## config.mk

```make
export PLATFORM = sky130hd
export DESIGN_NAME = hsl_to_rgb_converter_core
export DESIGN_NICKNAME = d
export VERILOG_FILES = /design/src/design/hsl2rgb_pkg.sv /design/src/design/hsl2rgb_front.sv /design/src/design/hsl2rgb_chan.sv /design/src/design/hsl_to_rgb_converter_core.sv
export SDC_FILE = /design/constraint.sdc
export NUM_CORES = 2
export LEC_CHECK = 0
export ABC_AREA = 1
export BUFFER_PORTS_ARGS = -buffer_cell sky130_fd_sc_hd__buf_2
export CORE_UTILIZATION = 35
export DETAILED_ROUTE_END_ITERATION = 6
export PLACE_DENSITY = 0.46
export SLEW_MARGIN = 20
export SYNTH_ARGS = -nofsm -noshare
export SYNTH_HDL_FRONTEND = slang
export SYNTH_HIERARCHICAL = 1
export SYNTH_SLANG_ARGS = --single-unit
```

## constraint.sdc

```tcl
create_clock -name clk -period 5.9 [get_ports clk]
set_clock_uncertainty 0.1 [all_clocks]
set_input_delay 0.885 -clock clk [delete_from_list [all_inputs] [get_ports clk]]
set_output_delay 0.885 -clock clk [all_outputs]
set_load 0.005 [all_outputs]
```

## src/design/hsl2rgb_pkg.sv

```systemverilog
// Shared constants and types of the HSL to RGB color converter.
package hsl2rgb_pkg;

  localparam int FRAC_BITS = 12;
  localparam int ONE = 1 << FRAC_BITS;
  localparam int HALF = ONE >> 1;
  localparam int VW = FRAC_BITS + 1;

  localparam int HW = 13;
  localparam int HUE_FULL = 5760;
  localparam int HUE_THIRD = 1920;
  localparam int HUE_SIXTH = 960;
  localparam int HUE_HALF = 2880;
  localparam int HUE_TWO_THIRDS = 3840;

  localparam int WW = 10;
  localparam int PW = VW + WW;
  localparam int DIV_SHIFT = 6;
  localparam int YW = PW - DIV_SHIFT;
  localparam int RECIP = 34953;
  localparam int RECIP_W = 17;
  localparam int RECIP_SHIFT = 19;

  localparam int CW = 8;
  localparam int NSTAGE = 6;

  localparam int IN_W = 64;
  localparam int OUT_W = 32;

  typedef logic [NSTAGE-1:0] stage_en_t;

  typedef struct packed {
    logic [VW-1:0] p;
    logic [VW-1:0] d;
    logic [WW-1:0] wr;
    logic [WW-1:0] wg;
    logic [WW-1:0] wb;
    logic [VW-1:0] a;
  } mix_t;

endpackage

```

## src/design/hsl2rgb_front.sv

```systemverilog
// Front stages: input clamp, hue offsets, lightness-saturation product, hue weights and p/q.
module hsl2rgb_front (
  input  logic                      clk,
  input  logic [2:0]                en,
  input  logic signed [15:0]        hue,
  input  logic signed [13:0]        saturation,
  input  logic signed [13:0]        lightness,
  input  logic signed [13:0]        opacity,
  output hsl2rgb_pkg::mix_t         mix
);
  import hsl2rgb_pkg::*;

  function automatic logic [VW-1:0] clamp_frac(input logic signed [13:0] x);
    logic [VW-1:0] r;
    if (x[13]) begin
      r = '0;
    end else if (x[12:0] > 13'(ONE)) begin
      r = VW'(ONE);
    end else begin
      r = VW'(x[12:0]);
    end
    return r;
  endfunction

  function automatic logic [WW-1:0] weight(input logic [HW-1:0] t);
    logic [WW-1:0] r;
    if (t < HW'(HUE_SIXTH)) begin
      r = WW'(t);
    end else if (t < HW'(HUE_HALF)) begin
      r = WW'(HUE_SIXTH);
    end else if (t < HW'(HUE_TWO_THIRDS)) begin
      r = WW'(HW'(HUE_TWO_THIRDS) - t);
    end else begin
      r = '0;
    end
    return r;
  endfunction

  logic [HW-1:0] h_c;
  logic [HW-1:0] tr_c;
  logic [HW-1:0] tb_c;

  logic [HW-1:0] tr1;
  logic [HW-1:0] tg1;
  logic [HW-1:0] tb1;
  logic [VW-1:0] s1;
  logic [VW-1:0] l1;
  logic [VW-1:0] a1;

  logic [2*VW-1:0] prod2;
  logic [VW-1:0]   s2;
  logic [VW-1:0]   l2;
  logic [VW-1:0]   a2;
  logic [WW-1:0]   wr2;
  logic [WW-1:0]   wg2;
  logic [WW-1:0]   wb2;

  logic [VW-1:0] ls3;
  logic [VW:0]   q3;
  logic [VW:0]   p3;

  always_comb begin
    if (hue[15]) begin
      h_c = '0;
    end else if (hue[14:0] > 15'(HUE_FULL)) begin
      h_c = HW'(HUE_FULL);
    end else begin
      h_c = HW'(hue[14:0]);
    end
    if (h_c > HW'(HUE_TWO_THIRDS)) begin
      tr_c = h_c - HW'(HUE_TWO_THIRDS);
    end else begin
      tr_c = h_c + HW'(HUE_THIRD);
    end
    if (h_c < HW'(HUE_THIRD)) begin
      tb_c = h_c + HW'(HUE_TWO_THIRDS);
    end else begin
      tb_c = h_c - HW'(HUE_THIRD);
    end
  end

  always_ff @(posedge clk) begin
    if (en[0]) begin
      tr1 <= tr_c;
      tg1 <= h_c;
      tb1 <= tb_c;
      s1  <= clamp_frac(saturation);
      l1  <= clamp_frac(lightness);
      a1  <= clamp_frac(opacity);
    end
  end

  always_ff @(posedge clk) begin
    if (en[1]) begin
      prod2 <= (2*VW)'(l1) * (2*VW)'(s1);
      s2    <= s1;
      l2    <= l1;
      a2    <= a1;
      wr2   <= weight(tr1);
      wg2   <= weight(tg1);
      wb2   <= weight(tb1);
    end
  end

  always_comb begin
    ls3 = VW'(prod2 >> FRAC_BITS);
    if (l2 < VW'(HALF)) begin
      q3 = (VW+1)'(l2) + (VW+1)'(ls3);
    end else begin
      q3 = (VW+1)'(l2) + (VW+1)'(s2) - (VW+1)'(ls3);
    end
    p3 = {l2, 1'b0} - q3;
  end

  always_ff @(posedge clk) begin
    if (en[2]) begin
      mix.p  <= VW'(p3);
      mix.d  <= VW'(q3 - p3);
      mix.wr <= wr2;
      mix.wg <= wg2;
      mix.wb <= wb2;
      mix.a  <= a2;
    end
  end

endmodule

```

## src/design/hsl2rgb_chan.sv

```systemverilog
// Back stages of one channel: ramp product, divide by 960, scale to eight bits.
module hsl2rgb_chan (
  input  logic                         clk,
  input  logic [2:0]                   en,
  input  logic [hsl2rgb_pkg::VW-1:0]   p,
  input  logic [hsl2rgb_pkg::VW-1:0]   d,
  input  logic [hsl2rgb_pkg::WW-1:0]   w,
  output logic [hsl2rgb_pkg::CW-1:0]   value
);
  import hsl2rgb_pkg::*;

  logic [PW-1:0] prod4;
  logic [VW-1:0] p4;

  logic [YW+RECIP_W-1:0] scaled;
  logic [VW-1:0] quo5;
  logic [VW-1:0] p5;

  logic [VW-1:0]   v6;
  logic [VW+7:0]   v255;

  always_ff @(posedge clk) begin
    if (en[0]) begin
      prod4 <= PW'(d) * PW'(w);
      p4    <= p;
    end
  end

  assign scaled = (YW+RECIP_W)'(prod4 >> DIV_SHIFT) * (YW+RECIP_W)'(RECIP);

  always_ff @(posedge clk) begin
    if (en[1]) begin
      quo5 <= VW'(scaled >> RECIP_SHIFT);
      p5   <= p4;
    end
  end

  always_comb begin
    v6   = p5 + quo5;
    v255 = {v6, 8'd0} - (VW+8)'(v6);
  end

  always_ff @(posedge clk) begin
    if (en[2]) begin
      value <= CW'(v255 >> FRAC_BITS);
    end
  end

endmodule

```

## src/design/hsl_to_rgb_converter_core.sv

```systemverilog
// Top level of the HSL to RGB color converter with stream handshake and stage control.
//
// Use: each item on the slave stream carries one HSL pixel with opacity in
// s_axis_tdata; one item with eight-bit red, green, blue and alpha leaves on
// the master stream for every item taken, in the same order.
// Out-of-range inputs are clamped, so every bit pattern gives a defined color.
// The pipeline has six register stages: clamp, product, p/q, ramp product,
// divide by 960 and byte scaling, the last one being the output register.
// The first stage is loaded at the edge that accepts an item; the item then
// moves through the stages in order and m_axis_tvalid rises once it reaches
// the output register. Throughput is one item per cycle while the receiver
// is ready; each stage takes a new item whenever it is empty or its content
// moves on, so bubbles are squeezed out.
// When the receiver stalls, the output holds its item and the pipeline keeps
// accepting until all six stages are full, then s_axis_tready goes low.
// Reset clears all stage valid bits; the data registers are not reset.
module hsl_to_rgb_converter_core (
  input  logic                           clk,
  input  logic                           rst,
  input  logic                           s_axis_tvalid,
  output logic                           s_axis_tready,
  // hue[15:0], saturation[29:16], lightness[43:30], opacity[57:44], zero fill
  input  logic [hsl2rgb_pkg::IN_W-1:0]   s_axis_tdata,
  output logic                           m_axis_tvalid,
  input  logic                           m_axis_tready,
  // red[7:0], green[15:8], blue[23:16], alpha_out[31:24]
  output logic [hsl2rgb_pkg::OUT_W-1:0]  m_axis_tdata
);
  import hsl2rgb_pkg::*;

  stage_en_t vld;
  stage_en_t en;
  mix_t      mix;

  logic [CW-1:0] red;
  logic [CW-1:0] green;
  logic [CW-1:0] blue;
  logic [CW-1:0] alpha_out;

  always_comb begin
    en[NSTAGE-1] = ~vld[NSTAGE-1] | m_axis_tready;
    for (int i = NSTAGE - 2; i >= 0; i--) begin
      en[i] = ~vld[i] | en[i+1];
    end
  end

  always_ff @(posedge clk) begin
    if (rst) begin
      vld <= '0;
    end else begin
      if (en[0]) begin
        vld[0] <= s_axis_tvalid;
      end
      for (int i = 1; i < NSTAGE; i++) begin
        if (en[i]) begin
          vld[i] <= vld[i-1];
        end
      end
    end
  end

  hsl2rgb_front u_front (
    .clk        (clk),
    .en         (en[2:0]),
    .hue        (s_axis_tdata[15:0]),
    .saturation (s_axis_tdata[29:16]),
    .lightness  (s_axis_tdata[43:30]),
    .opacity    (s_axis_tdata[57:44]),
    .mix        (mix)
  );

  hsl2rgb_chan u_red (
    .clk   (clk),
    .en    (en[5:3]),
    .p     (mix.p),
    .d     (mix.d),
    .w     (mix.wr),
    .value (red)
  );

  hsl2rgb_chan u_green (
    .clk   (clk),
    .en    (en[5:3]),
    .p     (mix.p),
    .d     (mix.d),
    .w     (mix.wg),
    .value (green)
  );

  hsl2rgb_chan u_blue (
    .clk   (clk),
    .en    (en[5:3]),
    .p     (mix.p),
    .d     (mix.d),
    .w     (mix.wb),
    .value (blue)
  );

  hsl2rgb_chan u_alpha (
    .clk   (clk),
    .en    (en[5:3]),
    .p     (mix.a),
    .d     ('0),
    .w     ('0),
    .value (alpha_out)
  );

  assign s_axis_tready = en[0];
  assign m_axis_tvalid = vld[NSTAGE-1];
  assign m_axis_tdata  = {alpha_out, blue, green, red};

  a_ready_when_drained: assert property (@(posedge clk) disable iff (rst)
    m_axis_tready |-> s_axis_tready)
    else $error("input stalled although the output side is ready");

  a_reset_empties: assert property (@(posedge clk)
    rst |=> !m_axis_tvalid)
    else $error("output valid right after reset");

  a_first_stage_holds: assert property (@(posedge clk) disable iff (rst)
    vld[0] && !en[0] |=> vld[0])
    else $error("item in the first stage lost during a stall");

endmodule
```

==> flow_summary_export.csv <==
group,metric,value,unit
global_route,overflow,0,
drt,drtIter0Drc,2107,
timing,worst_pin_slew,1022,ps
setup_path,critPathMaxStageDelay,700,ps
logic_synthesis,netlist_instances,6997,
logic_synthesis,syn_area_per_cell,8.361,sq um
placed_design,place_area,62000,sq um
placed_design,dp_slack,330.2,ps
global_route,antenna_found_initial,2,
floorplanning,fp.dieW,410.9,um
logic_synthesis,synth_flop_cell,"edfxtp_1",
setup_path,cpMostUsedCell,"nand2_1",
finish,drive_gt1_share,5.960,%
clock_tree,cts_buffers,61,
setup_path,crit_path_start_kind,"flip-flop",
hold_path,hp-class,"reg -> reg",
setup_path,critPathRequiredTime,6230,ps
setup_path,slowest_stage,"edfxtp_1",
logic_synthesis,synth.most_common_cell,"inv_1",
timing,rsz0062_at_grt,"false",
timing,post-route-min-period,5550,ps
setup_path,cp_top_family,"adder cells",
timing,fin_setup_tns,0,ps
timing,drv_slew,0,
finish,fin_nets,8579,
job,cap_violations,0,
global_route,grt.total_usage,16.77,%
timing,period_share,94.07,%
floorplanning,start_util,35.38,%
finish,fin_area,64070,sq um
global_route,grt_busiest_layer,"met2",
placed_design,dp_hpwl,117000,um
floorplanning,coreArea,165400,sq um
setup_path,crit_path_cell_trace,"nand2_1 -> fa_1 -> inv_1 -> fa_1 -> fa_1 -> inv_1 -> fa_1 -> inv_1 -> fa_1 -> ha_1 -> nand2_1 -> o21ai_0 -> nor2_1 -> o21ai_1 -> a21oi_1 -> o21ai_1 -> nand2_1 -> nand2_1 -> nand2_1 -> nand2_1 -> xor2_1",
timing,worst_slew_margin_rel,31.76,%
floorplanning,die_area,168800,sq um
floorplanning,die_h,410.9,um
clock_tree,cts_tree,"yes",
setup_path,critPathBufInv,3,
setup_path,critPathArrivalTime,5880,ps
timing,fmax,180.2,MHz
run_status,outcome,"completed",
clock_tree,post_cts_buffers,0,
logic_synthesis,synth-seq-area-share,24.33,%
drt,totalWireLength,139600,um
setup_path,crit_path_max_fanout,14,
global_route,grt_pass1_vias,44180,
floorplanning,rows,149,
timing,hold_viol,0,
clock_tree,clkLatencyLatePin,690,ps
drt,dr.pass1.iters,5,
global_route,met3_usage,1.571,%
floorplanning,io_pins,102,
placed_design,port_buffers,95,
placed_design,routabilityCongestion,0.8680,
drt,viasPerCell,4.620,
logic_synthesis,synth_cell_types,66,
logic_synthesis,synth_area_leaders,"edfxtp_1 24%, fa_1 19%, ha_1 17%",
drt,drcViolationCount,0,
global_route,grt_util_met2,27.80,%
logic_synthesis,synth_edf_count,470,
global_route,grt_pass1_wl,230300,um
timing,setup_slack,350.0,ps
finish,syn2layout_area_growth,9.504,%
clock_tree,cts_max_level,2,
drt,wire_per_inst,14.87,um
global_route,grt_max_degree,106,
logic_synthesis,ys_async_sr_fraction,0,%
clock_tree,root_buffer,"clkbuf_16",
logic_synthesis,yosysTopAreaCellShare,24.12,%
clock_tree,clockBufferDepth,3,
global_route,use_met1,23.74,%
setup_path,cp-end-kind,"flip-flop",
logic_synthesis,ys_ff_latch,476,
setup_path,worstSetupPathType,"reg -> reg",
clock_tree,clkSinkCount,476,
logic_synthesis,netlist_area,58500,sq um
logic_synthesis,ys_top_cells_by_count,"1656 x inv_1, 1621 x nand2_1, 799 x ha_1",
logic_synthesis,synth.largest_area_cell,"edfxtp_1",
clock_tree,clkTransAtPathRegs,60,ps
timing,setup_viol,0,
drt,antenna_left,0,
drt,vias,43370,
logic_synthesis,yosysWarnings,6,
-- metal layers --
layer / wire length, um / part of all wire [%]
met5: 0 / 0
met4: 2279 / 1.6
met3: 4123 / 3.0
met2: 63560 / 46
met1: 69600 / 50
-- what timing repair did --
action                                 CTS  global route
gates resized for setup                  0             2
setup endpoints to repair                0             2
hold buffers                             0             0
endpoints found under the hold margin    0             0
-- per-stage QoR --
step	utilization [%]	std cells	hold slack (ps)
2_1_floorplan	-	7047	300.3
3_3_place_gp	37.49	9273	301.9
3_5_place_dp	37.49	9273	304.5
4_1_cts	38.74	9387	262.4
5_1_grt	38.74	9387	293.7
6_report	38.74	9388	312.3
-- cells in the final DEF, fill, tap and decap left out, types with 15 or more instances in the layout --
cell type | netlist | final
conb_1 | 2 | 52
clkinv_1 | 4 | 16
buf_2 | 4 | 95
xor2_1 | 135 | 135
xnor2_1 | 52 | 52
nand3_1 | 223 | 223
nand3_2 | 26 | 25
inv_1 | 1656 | 1656
o21ai_0 | 138 | 136
fa_1 | 565 | 565
nand2_1 | 1621 | 1619
a21o_1 | 23 | 23
nand4_1 | 70 | 70
edfxtp_1 | 470 | 470
buf_4 | 6 | 62
nor2_1 | 381 | 381
a21oi_1 | 289 | 289
nor3_1 | 55 | 55
nor2_2 | 15 | 15
o21bai_1 | 45 | 44
ha_1 | 799 | 799
o22ai_1 | 16 | 16
nor4_1 | 17 | 17
inv_2 | 23 | 22
nand2_2 | 48 | 49
a31oi_1 | 36 | 36
nand3b_1 | 21 | 21
clkbuf_16 | 0 | 61
-- state kept, by name (all words and copies together), names as in the netlist, 17 cells and up --
register and count:
u_front/mix 68, u_red/prod4 17, u_green/prod4 17, u_blue/prod4 17, u_alpha/prod4 17
-- worst paths after layout --
kind / from / end / slack, ps / cells past startpoint
min reg2reg: u_blue/p4[2] / u_blue/p5[2] / 310 / 0
min: u_blue/p4[2] / u_blue/p5[2] / 310 / 0
max reg2reg: u_front/s1[3] / u_front/prod2[20] / 350 / 21
max: u_front/s1[3] / u_front/prod2[20] / 350 / 21
-- kinds of logic (layout without fill, tap and decap cells) --
group                    Yosys count  in the layout  share of synthesized area [%]
adder cells (fa/ha/maj)         1364           1364                          36.42
buffers and inverters           1810           1961                          11.68
flip-flops                       476            476                          24.33
AND/OR/NAND/NOR                 2524           2524                          18.42
AO/OA/AOI/OAI                    632            632                          6.288
XOR/XNOR                         189            189                          2.855
other                              2             53                        0.01284
-- area by class of cell --
| class | instances | area [sq um] |
|---|---|---|
| clock buffer | 68 | 1553 |
| inverter | 1685 | 6331 |
| clock inverter | 46 | 509.2 |
| timing repair buffer | 162 | 1041 |
| fill | 16970 | 101300 |
| antenna | 1 | 2.502 |
| tap | 2189 | 2739 |
| sequential | 476 | 14230 |
| multi-input combinational | 4761 | 37660 |
Power is left out: the tool's default activity adds up to more than one toggle a clock period on the data nets, which glitch-free logic cannot reach.
